## src/dpb_pkg.sv

```systemverilog
// Shared types and constants for the depth pixel back-projection block.
// Used by dpb_ctrl, dpb_datapath and the top level; depends on nothing.
package dpb_pkg;

	localparam int MAX_COLS = 2048;
	localparam int MAX_ROWS = 2048;
	localparam int COL_W = $clog2(MAX_COLS);
	localparam int ROW_W = $clog2(MAX_ROWS);
	localparam int IDX_W = (COL_W > ROW_W) ? COL_W : ROW_W;

	localparam int COEF_W = 32;
	localparam int DEPTH_W = 16;
	localparam int COORD_W = 40;
	localparam int STEP_W = 8;
	localparam int CFG_IDX_W = 3;
	localparam int CFG_DATA_W = 32;

	// multiplier: COEF_W signed by MB_W signed
	localparam int MB_W = DEPTH_W + 1;
	localparam int MUL_W = COEF_W + MB_W;
	// coefficient sum (three terms of COEF_W x IDX_W)
	localparam int SUM_W = COEF_W + IDX_W + 2;
	localparam int LO_W = SUM_W / 2;
	localparam int HI_W = SUM_W - LO_W;
	localparam int PROD_W = SUM_W + MB_W;
	localparam int FRAC_DROP = 16;

	localparam int S_TDATA_W = 16;
	localparam int M_TDATA_W = 2 * COORD_W + DEPTH_W;

	localparam logic [COEF_W-1:0] KINV_ONE = 32'h0100_0000;
	localparam logic [DEPTH_W-1:0] DEPTH_MAX_RST = 16'hFFFF;
	localparam logic [STEP_W-1:0] STEP_RST = 8'd1;

	typedef enum logic [CFG_IDX_W-1:0] {
		REG_KINV_XU = 3'd0,
		REG_KINV_XV = 3'd1,
		REG_KINV_XC = 3'd2,
		REG_KINV_YV = 3'd3,
		REG_KINV_YC = 3'd4,
		REG_DEPTH_MIN = 3'd5,
		REG_DEPTH_MAX = 3'd6,
		REG_SUB_STEP = 3'd7
	} cfg_reg_t;

	typedef enum logic [3:0] {
		ST_IDLE,
		ST_XU,
		ST_XV,
		ST_XLO,
		ST_XHI,
		ST_YV,
		ST_YLO,
		ST_YHI,
		ST_OUT
	} state_t;

	typedef enum logic [2:0] {
		A_XU,
		A_XV,
		A_YV,
		A_LO,
		A_HI
	} a_sel_t;

	typedef enum logic [1:0] {
		B_COL,
		B_ROW,
		B_DEPTH
	} b_sel_t;

	typedef enum logic [2:0] {
		ACC_HOLD,
		ACC_LOAD_X,
		ACC_LOAD_Y,
		ACC_MUL,
		ACC_MAC,
		ACC_MAC_HI
	} acc_op_t;

	typedef struct packed {
		a_sel_t a_sel;
		b_sel_t b_sel;
		acc_op_t acc_op;
		logic sum_save;
		logic x_save;
		logic capture;
		logic emit;
	} dp_cmd_t;

endpackage

```

## src/dpb_ctrl.sv

```systemverilog
// Sequencer for one pixel: steps the shared multiply-accumulate through X then Y.
// Depends on dpb_pkg.
module dpb_ctrl (
	input logic clk,
	input logic arst_n,
	input logic in_valid,
	output logic in_ready,
	input logic out_busy,
	output dpb_pkg::dp_cmd_t cmd
);
	import dpb_pkg::*;

	state_t state_q;
	state_t state_d;

	always_ff @(posedge clk or negedge arst_n) begin
		if (!arst_n) begin
			state_q <= ST_IDLE;
		end else begin
			state_q <= state_d;
		end
	end

	always_comb begin
		state_d = state_q;
		in_ready = 1'b0;
		cmd = '{a_sel: A_XU, b_sel: B_COL, acc_op: ACC_HOLD, sum_save: 1'b0,
			x_save: 1'b0, capture: 1'b0, emit: 1'b0};
		case (state_q)
			ST_IDLE: begin
				in_ready = 1'b1;
				if (in_valid) begin
					cmd.capture = 1'b1;
					state_d = ST_XU;
				end
			end
			ST_XU: begin
				cmd.a_sel = A_XU;
				cmd.b_sel = B_COL;
				cmd.acc_op = ACC_LOAD_X;
				state_d = ST_XV;
			end
			ST_XV: begin
				cmd.a_sel = A_XV;
				cmd.b_sel = B_ROW;
				cmd.acc_op = ACC_MAC;
				cmd.sum_save = 1'b1;
				state_d = ST_XLO;
			end
			ST_XLO: begin
				cmd.a_sel = A_LO;
				cmd.b_sel = B_DEPTH;
				cmd.acc_op = ACC_MUL;
				state_d = ST_XHI;
			end
			ST_XHI: begin
				cmd.a_sel = A_HI;
				cmd.b_sel = B_DEPTH;
				cmd.acc_op = ACC_MAC_HI;
				state_d = ST_YV;
			end
			ST_YV: begin
				// X product is final in acc; latch it while Y starts
				cmd.x_save = 1'b1;
				cmd.a_sel = A_YV;
				cmd.b_sel = B_ROW;
				cmd.acc_op = ACC_LOAD_Y;
				cmd.sum_save = 1'b1;
				state_d = ST_YLO;
			end
			ST_YLO: begin
				cmd.a_sel = A_LO;
				cmd.b_sel = B_DEPTH;
				cmd.acc_op = ACC_MUL;
				state_d = ST_YHI;
			end
			ST_YHI: begin
				cmd.a_sel = A_HI;
				cmd.b_sel = B_DEPTH;
				cmd.acc_op = ACC_MAC_HI;
				state_d = ST_OUT;
			end
			ST_OUT: begin
				if (!out_busy) begin
					cmd.emit = 1'b1;
					state_d = ST_IDLE;
				end
			end
			default: begin
				state_d = ST_IDLE;
			end
		endcase
	end

endmodule

```

## src/dpb_datapath.sv

```systemverilog
// Datapath: config registers, pixel counters, shared 32x17 multiply-accumulate,
// rounding/saturation and the output register. Depends on dpb_pkg.
module dpb_datapath (
	input logic clk,
	input logic arst_n,
	input dpb_pkg::dp_cmd_t cmd,
	output logic out_busy,
	input logic cfg_we,
	input logic [dpb_pkg::CFG_IDX_W-1:0] cfg_index,
	input logic [dpb_pkg::CFG_DATA_W-1:0] cfg_data,
	input logic [dpb_pkg::DEPTH_W-1:0] in_depth,
	input logic in_row_end,
	input logic in_frame_end,
	output logic out_valid,
	input logic out_ready,
	output logic signed [dpb_pkg::COORD_W-1:0] point_x,
	output logic signed [dpb_pkg::COORD_W-1:0] point_y,
	output logic [dpb_pkg::DEPTH_W-1:0] point_z,
	output logic point_kept,
	output logic last_of_frame
);
	import dpb_pkg::*;

	localparam int Q_W = PROD_W - FRAC_DROP;
	localparam logic signed [PROD_W-1:0] RND_BIAS =
		{{(PROD_W-FRAC_DROP){1'b0}}, 1'b1, {(FRAC_DROP-1){1'b0}}};
	localparam logic signed [Q_W-1:0] Q_HI =
		{{(Q_W-COORD_W+1){1'b0}}, {(COORD_W-1){1'b1}}};
	localparam logic signed [Q_W-1:0] Q_LO = ~Q_HI;
	localparam logic [COL_W-1:0] COL_LAST = COL_W'(MAX_COLS - 1);
	localparam logic [ROW_W-1:0] ROW_LAST = ROW_W'(MAX_ROWS - 1);

	// Q.24 product -> Q.8, round half up, clamp to COORD_W bits
	function automatic logic signed [COORD_W-1:0] round_sat(input logic signed [PROD_W-1:0] p);
		logic signed [PROD_W-1:0] r;
		logic signed [Q_W-1:0] q;
		r = p + RND_BIAS;
		q = signed'(r[PROD_W-1:FRAC_DROP]);
		if (q > Q_HI) begin
			q = Q_HI;
		end else if (q < Q_LO) begin
			q = Q_LO;
		end
		return q[COORD_W-1:0];
	endfunction

	logic signed [COEF_W-1:0] kxu_q, kxv_q, kxc_q, kyv_q, kyc_q;
	logic [DEPTH_W-1:0] dmin_q, dmax_q;
	logic [STEP_W-1:0] step_q;

	logic [COL_W-1:0] col_q;
	logic [ROW_W-1:0] row_q;
	logic [STEP_W-1:0] phase_q;

	logic [DEPTH_W-1:0] depth_q;
	logic row_end_q, frame_end_q, kept_q;

	logic signed [PROD_W-1:0] acc_q, acc_d;
	logic signed [SUM_W-1:0] sum_q;
	logic signed [COORD_W-1:0] x_q;

	logic signed [COEF_W-1:0] mul_a;
	logic signed [MB_W-1:0] mul_b;
	logic signed [MUL_W-1:0] mul;
	logic signed [PROD_W-1:0] mul_ext, xc_ext, yc_ext;

	logic [STEP_W-1:0] step_eff;
	logic [STEP_W:0] phase_inc;
	logic in_range;

	always_ff @(posedge clk or negedge arst_n) begin
		if (!arst_n) begin
			kxu_q <= KINV_ONE;
			kxv_q <= '0;
			kxc_q <= '0;
			kyv_q <= KINV_ONE;
			kyc_q <= '0;
			dmin_q <= '0;
			dmax_q <= DEPTH_MAX_RST;
			step_q <= STEP_RST;
		end else if (cfg_we) begin
			case (cfg_reg_t'(cfg_index))
				REG_KINV_XU: kxu_q <= cfg_data;
				REG_KINV_XV: kxv_q <= cfg_data;
				REG_KINV_XC: kxc_q <= cfg_data;
				REG_KINV_YV: kyv_q <= cfg_data;
				REG_KINV_YC: kyc_q <= cfg_data;
				REG_DEPTH_MIN: dmin_q <= cfg_data[DEPTH_W-1:0];
				REG_DEPTH_MAX: dmax_q <= cfg_data[DEPTH_W-1:0];
				REG_SUB_STEP: step_q <= cfg_data[STEP_W-1:0];
				default: begin
				end
			endcase
		end
	end

	assign in_range = (in_depth >= dmin_q) && (in_depth < dmax_q);

	always_ff @(posedge clk) begin
		if (cmd.capture) begin
			depth_q <= in_depth;
			row_end_q <= in_row_end;
			frame_end_q <= in_frame_end;
			kept_q <= in_range && (phase_q == '0);
		end
	end

	// pixel position; advances once the result is handed to the output register
	assign step_eff = (step_q == '0) ? STEP_W'(1) : step_q;
	assign phase_inc = {1'b0, phase_q} + (STEP_W+1)'(1);

	always_ff @(posedge clk or negedge arst_n) begin
		if (!arst_n) begin
			col_q <= '0;
			row_q <= '0;
			phase_q <= '0;
		end else if (cmd.emit) begin
			if (frame_end_q) begin
				col_q <= '0;
				row_q <= '0;
				phase_q <= '0;
			end else begin
				phase_q <= (phase_inc >= {1'b0, step_eff}) ? '0 : phase_inc[STEP_W-1:0];
				if (row_end_q) begin
					col_q <= '0;
					if (row_q < ROW_LAST) begin
						row_q <= row_q + ROW_W'(1);
					end
				end else if (col_q < COL_LAST) begin
					col_q <= col_q + COL_W'(1);
				end
			end
		end
	end

	always_comb begin
		case (cmd.a_sel)
			A_XU: mul_a = kxu_q;
			A_XV: mul_a = kxv_q;
			A_YV: mul_a = kyv_q;
			A_LO: mul_a = signed'({{(COEF_W-LO_W){1'b0}}, sum_q[LO_W-1:0]});
			A_HI: mul_a = {{(COEF_W-HI_W){sum_q[SUM_W-1]}}, sum_q[SUM_W-1:LO_W]};
			default: mul_a = kxu_q;
		endcase
		case (cmd.b_sel)
			B_COL: mul_b = signed'({{(MB_W-COL_W){1'b0}}, col_q});
			B_ROW: mul_b = signed'({{(MB_W-ROW_W){1'b0}}, row_q});
			B_DEPTH: mul_b = signed'({1'b0, depth_q});
			default: mul_b = signed'({1'b0, depth_q});
		endcase
	end

	assign mul = mul_a * mul_b;
	assign mul_ext = {{(PROD_W-MUL_W){mul[MUL_W-1]}}, mul};
	assign xc_ext = {{(PROD_W-COEF_W){kxc_q[COEF_W-1]}}, kxc_q};
	assign yc_ext = {{(PROD_W-COEF_W){kyc_q[COEF_W-1]}}, kyc_q};

	always_comb begin
		case (cmd.acc_op)
			ACC_HOLD: acc_d = acc_q;
			ACC_LOAD_X: acc_d = mul_ext + xc_ext;
			ACC_LOAD_Y: acc_d = mul_ext + yc_ext;
			ACC_MUL: acc_d = mul_ext;
			ACC_MAC: acc_d = acc_q + mul_ext;
			ACC_MAC_HI: acc_d = acc_q + (mul_ext <<< LO_W);
			default: acc_d = acc_q;
		endcase
	end

	always_ff @(posedge clk) begin
		acc_q <= acc_d;
		if (cmd.sum_save) begin
			sum_q <= acc_d[SUM_W-1:0];
		end
		if (cmd.x_save) begin
			x_q <= round_sat(acc_q);
		end
	end

	always_ff @(posedge clk or negedge arst_n) begin
		if (!arst_n) begin
			out_valid <= 1'b0;
		end else if (cmd.emit) begin
			out_valid <= 1'b1;
		end else if (out_ready) begin
			out_valid <= 1'b0;
		end
	end

	always_ff @(posedge clk) begin
		if (cmd.emit) begin
			point_x <= x_q;
			point_y <= round_sat(acc_q);
			point_z <= depth_q;
			point_kept <= kept_q;
			last_of_frame <= frame_end_q;
		end
	end

	assign out_busy = out_valid && !out_ready;

endmodule

```

## src/depth_pixel_backprojection.sv

```systemverilog
// Top level of the depth pixel back-projection block: stream ports, config port,
// controller and datapath. Depends on dpb_pkg, dpb_ctrl and dpb_datapath.
//
// channel  dir  handshake            payload
// s_*      in   s_tvalid/s_tready    tdata: depth_mm; tuser: row_end; tlast: frame_end
// m_*      out  m_tvalid/m_tready    tdata: point_x, point_y, point_z; tuser: point_kept;
//                                    tlast: last_of_frame
// cfg_*    in   cfg_valid/cfg_ready  cfg_index: register, cfg_data: value
//
// One pixel is handled as accept, then 8 steps through the single 32x17 signed
// multiply-accumulate (3 for the coefficient sums, 2 partial products per coordinate,
// plus output load). The output register holds a finished point while the next pixel
// is taken; a stalled m_tready blocks only the output-load step.
// arst_n clears the controller, counters and output valid and sets the config registers to their defaults.
module depth_pixel_backprojection (
	input logic clk,
	input logic arst_n,
	input logic s_tvalid,
	output logic s_tready,
	input logic [dpb_pkg::S_TDATA_W-1:0] s_tdata, // [15:0] depth_mm
	input logic s_tuser, // [0] row_end
	input logic s_tlast, // frame_end
	output logic m_tvalid,
	input logic m_tready,
	output logic [dpb_pkg::M_TDATA_W-1:0] m_tdata, // [39:0] point_x, [79:40] point_y, [95:80] point_z
	output logic m_tuser, // [0] point_kept
	output logic m_tlast, // last_of_frame
	input logic cfg_valid,
	output logic cfg_ready,
	input logic [dpb_pkg::CFG_IDX_W-1:0] cfg_index,
	input logic [dpb_pkg::CFG_DATA_W-1:0] cfg_data
);
	import dpb_pkg::*;

	dp_cmd_t cmd;
	logic out_busy;
	logic signed [COORD_W-1:0] point_x, point_y;
	logic [DEPTH_W-1:0] point_z;

	assign cfg_ready = 1'b1;

	dpb_ctrl u_ctrl (
		.clk(clk),
		.arst_n(arst_n),
		.in_valid(s_tvalid),
		.in_ready(s_tready),
		.out_busy(out_busy),
		.cmd(cmd)
	);

	dpb_datapath u_dp (
		.clk(clk),
		.arst_n(arst_n),
		.cmd(cmd),
		.out_busy(out_busy),
		.cfg_we(cfg_valid && cfg_ready),
		.cfg_index(cfg_index),
		.cfg_data(cfg_data),
		.in_depth(s_tdata[DEPTH_W-1:0]),
		.in_row_end(s_tuser),
		.in_frame_end(s_tlast),
		.out_valid(m_tvalid),
		.out_ready(m_tready),
		.point_x(point_x),
		.point_y(point_y),
		.point_z(point_z),
		.point_kept(m_tuser),
		.last_of_frame(m_tlast)
	);

	assign m_tdata = {point_z, point_y, point_x};

`ifndef SYNTHESIS
	a_busy_after_accept: assert property (@(posedge clk) disable iff (!arst_n)
		(s_tvalid && s_tready) |=> !s_tready)
		else $error("input taken while a pixel is in progress");

	a_no_overwrite: assert property (@(posedge clk) disable iff (!arst_n)
		cmd.emit |-> !(m_tvalid && !m_tready))
		else $error("output register loaded while holding an untaken point");

	a_emit_valid: assert property (@(posedge clk) disable iff (!arst_n)
		cmd.emit |=> m_tvalid)
		else $error("emitted point not presented");

	a_emit_idle: assert property (@(posedge clk) disable iff (!arst_n)
		cmd.emit |=> s_tready)
		else $error("controller not back in idle after emit");
`endif

endmodule
```

## config.mk

```make
export PLATFORM = sky130hd
export DESIGN_NAME = depth_pixel_backprojection
export DESIGN_NICKNAME = d
export VERILOG_FILES = /design/src/dpb_pkg.sv /design/src/dpb_ctrl.sv /design/src/dpb_datapath.sv /design/src/depth_pixel_backprojection.sv
export SDC_FILE = /design/constraint.sdc
export NUM_CORES = 2
export LEC_CHECK = 0
export BUFFER_PORTS_ARGS = -buffer_cell sky130_fd_sc_hd__clkbuf_2
export CAP_MARGIN = 20
export CORE_ASPECT_RATIO = 1.2
export CORE_UTILIZATION = 59
export DETAILED_ROUTE_END_ITERATION = 7
export PLACE_DENSITY = 0.87
export SYNTH_ARGS = -nofsm -noshare
export SYNTH_HDL_FRONTEND = slang
export SYNTH_SLANG_ARGS = --single-unit
```

## constraint.sdc

```tcl
create_clock -name clk -period 10.48 [get_ports clk]
set_input_delay 2.096 -clock clk [delete_from_list [all_inputs] [get_ports clk]]
set_output_delay 2.096 -clock clk [all_outputs]
set_load 0.02 [all_outputs]
```

== After elaboration in Yosys (flattened, before gate mapping) ==
Index checks and enable logic that the tools add are counted.

* Bits in registers: 499
* Output and inout port bits: 101

* Reduce and logical (&&, ||, !) cells: 28
* Add/sub/neg operators: 8
* Multipliers: 1
* Order comparisons: 7
* Multiplexer cells: 27
* Equal/unequal tests: 27

{| class="wikitable"
|+ Operators with widths
! cell !! number
|-
| $pmux W62 S5 || 1
|-
| $pmux W32 S4 || 1
|-
| $add A49 B32 Y50 || 2
|-
| $mux W40 || 2
|-
| $mux W11 || 6
|-
| $add A62 B17 Y62 const B || 1
|-
| $add A62 B49 Y62 || 1
|-
| $add A62 B62 Y62 || 1
|-
| $mul A32 B17 Y49 || 1
|-
| $gt A46 B40 Y1 const B || 1
|-
| $lt A46 B40 Y1 const B || 1
|-
| $pmux W8 S5 || 1
|-
| $pmux W4 S9 || 1
|-
| $pmux W16 S2 || 1
|-
| $mux W8 || 3
|-
| $add A11 B1 Y11 const B || 2
|-
| $lt A11 B11 Y1 const B || 2
|-
| $eq A3 B3 Y1 const B || 7
|-
| $reduce_and A2 Y1 || 10
|-
| $eq A3 B2 Y1 const B || 6
|-
| $eq A4 B3 Y1 const B || 4
|-
| $ge A16 B16 Y1 || 1
|-
| $logic_not A8 Y1 || 2
|-
| $lt A16 B16 Y1 || 1
|-
| 20 further kinds || 39
|}

== Depth between registers and ports, before layout ==
* Word-level depth: 8
* Mapped depth: 49
* Depth with buffers taken out: 44

== By module ==
From an unflattened synthesis, not the netlist that was laid out.

* Cells, all modules: 5,392
* Area total of the unflattened synthesis: 50,457.1 sq um

{| class="wikitable"
|+ By module, submodules not included
! module !! sequential area each (sq um) !! cells each !! area each (sq um) !! times used
|-
| dpb_datapath || 13,281.5 || 5,349 || 50,104.3 || 1
|-
| dpb_ctrl || 100.1 || 41 || 341.6 || 1
|-
| depth_pixel_backprojection || 0.0 || 2 || 11.3 || 1
|}

== Worst setup path before layout ==
OpenSTA, ideal clock, no wires.

* Path type: register to register
* Start point: reg u_ctrl.state_q[1]
* End point: reg u_dp.acc_q[61], data pin
* Stages on the path, launching flop included: 46
* Path slack: -1,059 ps
* Period minus slack after synthesis: 11,539 ps
* Data arrival time: 11,260 ps
* Buffers on the path: 6
* Required time: 10,201 ps
* Cell sequence: dfrtp_1 > clkbuf_1 > nor4b_2 > nor2_1 > clkbuf_1 > inv_1 > a22oi_1 > nand2_1 > clkbuf_1 > buf_1 > nand2_1 > fa_1 > inv_1 > fa_1 > fa_1 > fa_1 > fa_1 > inv_1 > [10 not listed] > a31o_1 > a21oi_2 > xnor2_2 > inv_1 > ha_1 > clkbuf_1 > a21o_1 > a21o_1 > a21oi_1 > nand2_1 > nor2_1 > a21oi_1 > and2_1 > a221o_1 > a221o_1 > a21oi_2 > xor2_1 > o221ai_1

* Word-level cells in the longest chain between the ends: 8

{| class="wikitable"
|+ RTL lines
! element !! line !! RTL
|-
| from (decl) || dpb_ctrl.sv:13 || <nowiki>state_t state_q;</nowiki>
|-
| from (signal assigned) || dpb_ctrl.sv:20 || <nowiki>state_q <= state_d;</nowiki>
|-
| $eq A4 B3 Y1 or $eq A4 B2 Y1 (tied branches) || dpb_ctrl.sv:29 || <nowiki>case (state_q)</nowiki>
|-
| $reduce_or A2 Y1 (no line) || n/a ||
|-
| $pmux W8 S5 * || dpb_ctrl.sv:29 ||
|-
| $eq A3 B3 Y1 (tied with other cells) || dpb_datapath.sv:137 || <nowiki>case (cmd.a_sel)</nowiki>
|-
| $pmux W32 S4 or $pmux W16 S2 (tied branches) || dpb_datapath.sv:137, dpb_datapath.sv:145 ||
|-
| $mul A32 B17 Y49 || dpb_datapath.sv:153 || <nowiki>assign mul = mul_a * mul_b;</nowiki>
|-
| $add A62 B62 Y62 (tied with other cells) || dpb_datapath.sv:165 || <nowiki>ACC_MAC_HI: acc_d = acc_q + (mul_ext <<< LO_W);</nowiki>
|-
| $pmux W62 S5 * || dpb_datapath.sv:159 || <nowiki>case (cmd.acc_op)</nowiki>
|-
| named net u_dp.acc_d[61] || dpb_datapath.sv:58 || <nowiki>logic signed [PROD_W-1:0] acc_q, acc_d;</nowiki>
|-
| to (signal assigned) || dpb_datapath.sv:171 || <nowiki>acc_q <= acc_d;</nowiki>
|-
| to (decl) || dpb_datapath.sv:58 ||
|}

Mark *: on every way through the listed nets, which the timed path passes. The rest lies on a longest branch.
A chain may end at the register's enable or synchronous reset.

== Worst setup path after layout ==
* Start point: reg u_ctrl.state_q[2]
* End point: reg u_dp.acc_q[58], data pin

Same word-level chain as after synthesis.

==> impl_metrics.xml <==
<?xml version="1.0" encoding="UTF-8"?>
<metrics>
  <group name="sta">
    <metric name="rsz_0062_raised_after_global_routing" unit="">yes</metric>
    <metric name="worst_clock_skew" unit="ps">66.3</metric>
    <metric name="final.setup.tns" unit="ps">-471</metric>
    <metric name="timing.final.setup_violations" unit="">10</metric>
    <metric name="slew-limit-headroom" unit="">0.305</metric>
    <metric name="timing.final.hold_violations" unit="">0</metric>
    <metric name="post-route-period-util" unit="">1.01</metric>
    <metric name="fmaxAchievable" unit="MHz">94.5</metric>
    <metric name="period_minus_slack" unit="ps">10580</metric>
    <metric name="drv_slew" unit="">0</metric>
    <metric name="finalWorstSetupSlack" unit="ps">-98.1</metric>
    <metric name="timing_worst_slew_pin_value" unit="ps">1040</metric>
  </group>
  <group name="synthesis">
    <metric name="number_of_distinct_library_cell_variants_in_the_gate_level_netlist_after_synthesis" unit="">112</metric>
    <metric name="synth_top_area_cell" unit="">sky130_fd_sc_hd__fa_1</metric>
    <metric name="synthTopCellsByCount" unit="">sky130_fd_sc_hd__inv_1 (687), sky130_fd_sc_hd__nand2_1 (536), sky130_fd_sc_hd__fa_1 (493)</metric>
    <metric name="number_of_synthesized_flops_with_an_enable_pin" unit="">219</metric>
    <metric name="ys.warnings.count" unit="">0</metric>
    <metric name="synth_area" unit="um2">49800</metric>
    <metric name="synth_area_leaders" unit="">sky130_fd_sc_hd__fa_1 (20%), sky130_fd_sc_hd__edfxtp_1 (13%), sky130_fd_sc_hd__dfrtp_1 (11%)</metric>
    <metric name="synth-async-reset-ratio" unit="">0.471</metric>
    <metric name="syn_nets" unit="">6145</metric>
    <metric name="seq_area_frac_synth" unit="">0.269</metric>
    <metric name="ys.flop_type" unit="">sky130_fd_sc_hd__edfxtp_1</metric>
    <metric name="netlist_instances" unit="">5229</metric>
    <metric name="syn_area_per_cell" unit="um2">9.53</metric>
    <metric name="synth.most_common_cell" unit="">sky130_fd_sc_hd__inv_1</metric>
    <metric name="synth_top_cell_area_share" unit="">0.198</metric>
    <metric name="postSynthRegisterBits" unit="">499</metric>
  </group>
  <group name="setup_path">
    <metric name="worstPathBufferInverterCount" unit="">10</metric>
    <metric name="cp_data_arrival_time" unit="ps">11060</metric>
    <metric name="crit_path_frequent_cell" unit="">sky130_fd_sc_hd__fa_1</metric>
    <metric name="worstSetupStartpointType" unit="">flop</metric>
    <metric name="crit_family" unit="">adder cells</metric>
    <metric name="cp_slowest_cell" unit="">sky130_fd_sc_hd__fa_1</metric>
    <metric name="cpPeakStageDelay" unit="ps">590</metric>
    <metric name="reg2regPathDepth" unit="">44</metric>
    <metric name="crit_start" unit="">u_ctrl.state_q[2]</metric>
    <metric name="reg2reg_slack" unit="ps">-100</metric>
    <metric name="critical_path_peak_fanout" unit="">11</metric>
    <metric name="critical_path.reg2reg.startpoint" unit="">u_ctrl.state_q[2]</metric>
    <metric name="worstPathRequired" unit="ps">10960</metric>
    <metric name="critPathKind" unit="">flop to flop</metric>
    <metric name="rr_endpoint" unit="">u_dp.acc_q[58]</metric>
    <metric name="worstSetupEndpointType" unit="">flop</metric>
  </group>
  <group name="detailed_routing">
    <metric name="wire_per_inst" unit="um">25.2</metric>
    <metric name="drc_errors_left" unit="">10</metric>
    <metric name="viasPerCell" unit="">6.34</metric>
    <metric name="drt_pass1_iterations" unit="">8</metric>
    <metric name="postRouteWirelength" unit="um">181000</metric>
    <metric name="detail_route.iter0.violations" unit="">5226</metric>
    <metric name="routed-via-count" unit="">45400</metric>
    <metric name="route.antenna.remaining_nets" unit="">0</metric>
  </group>
  <group name="min_path">
    <metric name="tightest_hold_check_type" unit="">flop to flop</metric>
    <metric name="min-delay-start" unit="">u_dp.x_q[17]</metric>
    <metric name="hold_depth" unit="">0</metric>
    <metric name="whs_endpoint" unit="">u_dp.point_x[17]</metric>
  </group>
  <group name="job">
    <metric name="max_cap_violations" unit="">0</metric>
  </group>
  <group name="placed_design">
    <metric name="hpwl_reported_at_the_end_of_detailed_placement" unit="um">136000</metric>
    <metric name="placement.io_buffers" unit="">157</metric>
    <metric name="gp_congestion" unit="">1.05</metric>
  </group>
  <group name="die">
    <metric name="starting_density" unit="">0.597</metric>
    <metric name="fp.dieW" unit="um">267</metric>
    <metric name="core" unit="um2">83500</metric>
    <metric name="placement_rows" unit="">116</metric>
    <metric name="design.die.area" unit="um2">85600</metric>
    <metric name="fp.dieH" unit="um">320</metric>
    <metric name="floorplan.io_pins" unit="">159</metric>
  </group>
  <group name="cells_and_area">
    <metric name="finalNetCount" unit="">6912</metric>
    <metric name="num-fill-cells" unit="">5632</metric>
    <metric name="final_layout_size_suffix_gt1_frac" unit="">0.259</metric>
    <metric name="area.growth.synth_to_final" unit="%">22.0</metric>
  </group>
  <group name="grt">
    <metric name="grt_max_degree" unit="">90</metric>
    <metric name="first_global_vias" unit="">45200</metric>
    <metric name="grt_antenna_before_repair" unit="">7</metric>
    <metric name="wire_length_of_the_first_global_routing_pass" unit="um">261000</metric>
    <metric name="grt_ovf" unit="">0</metric>
    <metric name="globalRouteTotalUtil" unit="">0.405</metric>
  </group>
  <group name="status">
    <metric name="status" unit="">finished with violations</metric>
    <metric name="failing_checks" unit="">design-rule violations, negative setup slack</metric>
  </group>
  <group name="cts">
    <metric name="cts.hold.buffers_added" unit="">0</metric>
    <metric name="cts-root-to-sink-buffers" unit="">3</metric>
    <metric name="cts_root_buf" unit="">sky130_fd_sc_hd__clkbuf_16</metric>
    <metric name="tritoncts" unit="">built</metric>
    <metric name="count_of_h_tree_levels_built_during_cts" unit="">2</metric>
    <metric name="clk_latency" unit="ps">670</metric>
    <metric name="clock_sink_count" unit="">499</metric>
    <metric name="clk_pin_slew_worst_paths" unit="ps">70</metric>
    <metric name="clock_buffer_count_from_cts" unit="">51</metric>
  </group>
</metrics>
-- worst max path at each step --
| stage | end | slack (ps) | cells after the start |
|---|---|---|---|
| 2_1_floorplan | u_dp.acc_q[61] | 8 | 47 |
| 3_3_place_gp | u_dp.acc_q[61] | -240 | 44 |
| 3_5_place_dp | u_dp.acc_q[61] | -380 | 41 |
| 4_1_cts | u_dp.acc_q[61] | 0.7 | 46 |
| 5_1_grt | u_dp.acc_q[53] | -370 | 44 |
| 6_report | u_dp.acc_q[58] | -100 | 44 |
-- registers in the layout, indices dropped and copies added, names as in the netlist, 32 cells and up --
name / cells
u_dp.x_q: 40
u_dp.point_y: 40
u_dp.acc_q: 62
u_dp.kxu_q: 32
u_dp.sum_q: 45
u_dp.kxv_q: 32
u_dp.point_x: 40
u_dp.kyc_q: 32
u_dp.kyv_q: 32
u_dp.kxc_q: 32
-- worst reg2reg max path, delay by kind of cell, from the launching register on --
kind / cells / cell delay [ps]
adder cells (fa/ha/maj): 8 / 3650
XOR/XNOR: 2 / 390
AND/OR/NAND/NOR: 7 / 1020
buffers and inverters: 10 / 1320
AO/OA/AOI/OAI: 17 / 3530
flip-flops: 1 / 490
-- what timing repair did --
| action | in CTS | in global routing |
|---|---|---|
| cloned | 0 | 4 |
| pin swaps | 6 | 157 |
| setup buffers | 19 | 81 |
| endpoints found under the setup margin | 36 | 57 |
| gates resized for setup | 51 | 314 |
-- per-layer routing --
metal	track usage	share of wire	vias up
li1	-	-	19400
met1	0.509	0.36	22100
met2	0.641	0.46	3023
met3	0.0942	0.11	821
met4	0.229	0.077	6
met5	0	0.00020	-
-- placed cells by master (no fill, tap or decap), types with 24 or more instances in the layout --
cell type / count
sky130_fd_sc_hd__edfxtp_1: 219
sky130_fd_sc_hd__dfrtp_1: 213
sky130_fd_sc_hd__clkbuf_16: 54
sky130_fd_sc_hd__fa_1: 475
sky130_fd_sc_hd__o21ai_0: 165
sky130_fd_sc_hd__clkbuf_2: 156
sky130_fd_sc_hd__nor2_1: 397
sky130_fd_sc_hd__a221oi_1: 26
sky130_fd_sc_hd__o221ai_1: 26
sky130_fd_sc_hd__nor3_1: 42
sky130_fd_sc_hd__nand3_1: 97
sky130_fd_sc_hd__a21oi_2: 34
sky130_fd_sc_hd__nand4_1: 62
sky130_fd_sc_hd__o211ai_1: 33
sky130_fd_sc_hd__xor2_1: 125
sky130_fd_sc_hd__o21bai_1: 28
sky130_fd_sc_hd__a221o_1: 24
sky130_fd_sc_hd__o21a_1: 32
sky130_fd_sc_hd__nand2b_1: 53
sky130_fd_sc_hd__buf_6: 40
sky130_fd_sc_hd__a21oi_1: 241
sky130_fd_sc_hd__a31oi_1: 33
sky130_fd_sc_hd__xnor2_1: 140
sky130_fd_sc_hd__mux2_2: 201
sky130_fd_sc_hd__a21o_1: 151
sky130_fd_sc_hd__nor2b_1: 32
sky130_fd_sc_hd__ha_1: 343
sky130_fd_sc_hd__and3_1: 27
sky130_fd_sc_hd__nand2_1: 510
sky130_fd_sc_hd__dfxtp_1: 45
sky130_fd_sc_hd__inv_1: 677
sky130_fd_sc_hd__buf_12: 30
sky130_fd_sc_hd__a211oi_1: 28
sky130_fd_sc_hd__buf_4: 690
-- per-stage QoR --
stage,worst slack [ps],instance area (um2),cells,hold slack [ps],utilization
after floorplan,7.79,49900,5229,400,-
after detailed placement,-378,56600,6958,405,0.679
after global routing,-368,60800,7160,428,0.729
final,-98.1,60800,7163,418,0.729
after global placement,-241,56600,6958,401,0.679
after CTS,0.676,58700,7073,418,0.703
-- kinds of logic after synthesis --
kind of cell	count (synthesis)	share of synthesized area
and+or+nand+nor	1382	0.125
adders and majority gates	858	0.290
AOI/OAI and AO/OA	1101	0.152
xor gates and xnor gates	281	0.0495
DFF	499	0.269
other	1	0.0000753
muxes	209	0.0470
buffers and inverters	898	0.0684
-- area by class of cell --
type | instances | area [um2] | share of cell area
Clock buffer | 62 | 1400 | 0.0231
Sequential cell | 499 | 13400 | 0.220
Tap cell | 1121 | 1400 | 0.0231
Timing Repair Buffer | 924 | 7150 | 0.118
Clock inverter | 34 | 304 | 0.00500
Inverter | 688 | 2590 | 0.0426
Multi-Input combinational cell | 3832 | 34600 | 0.568
Antenna cell | 3 | 7.51 | 0.000123
Power is left out: the tool's default activity adds up to more than one toggle a clock period on the data nets, which glitch-free logic cannot reach.
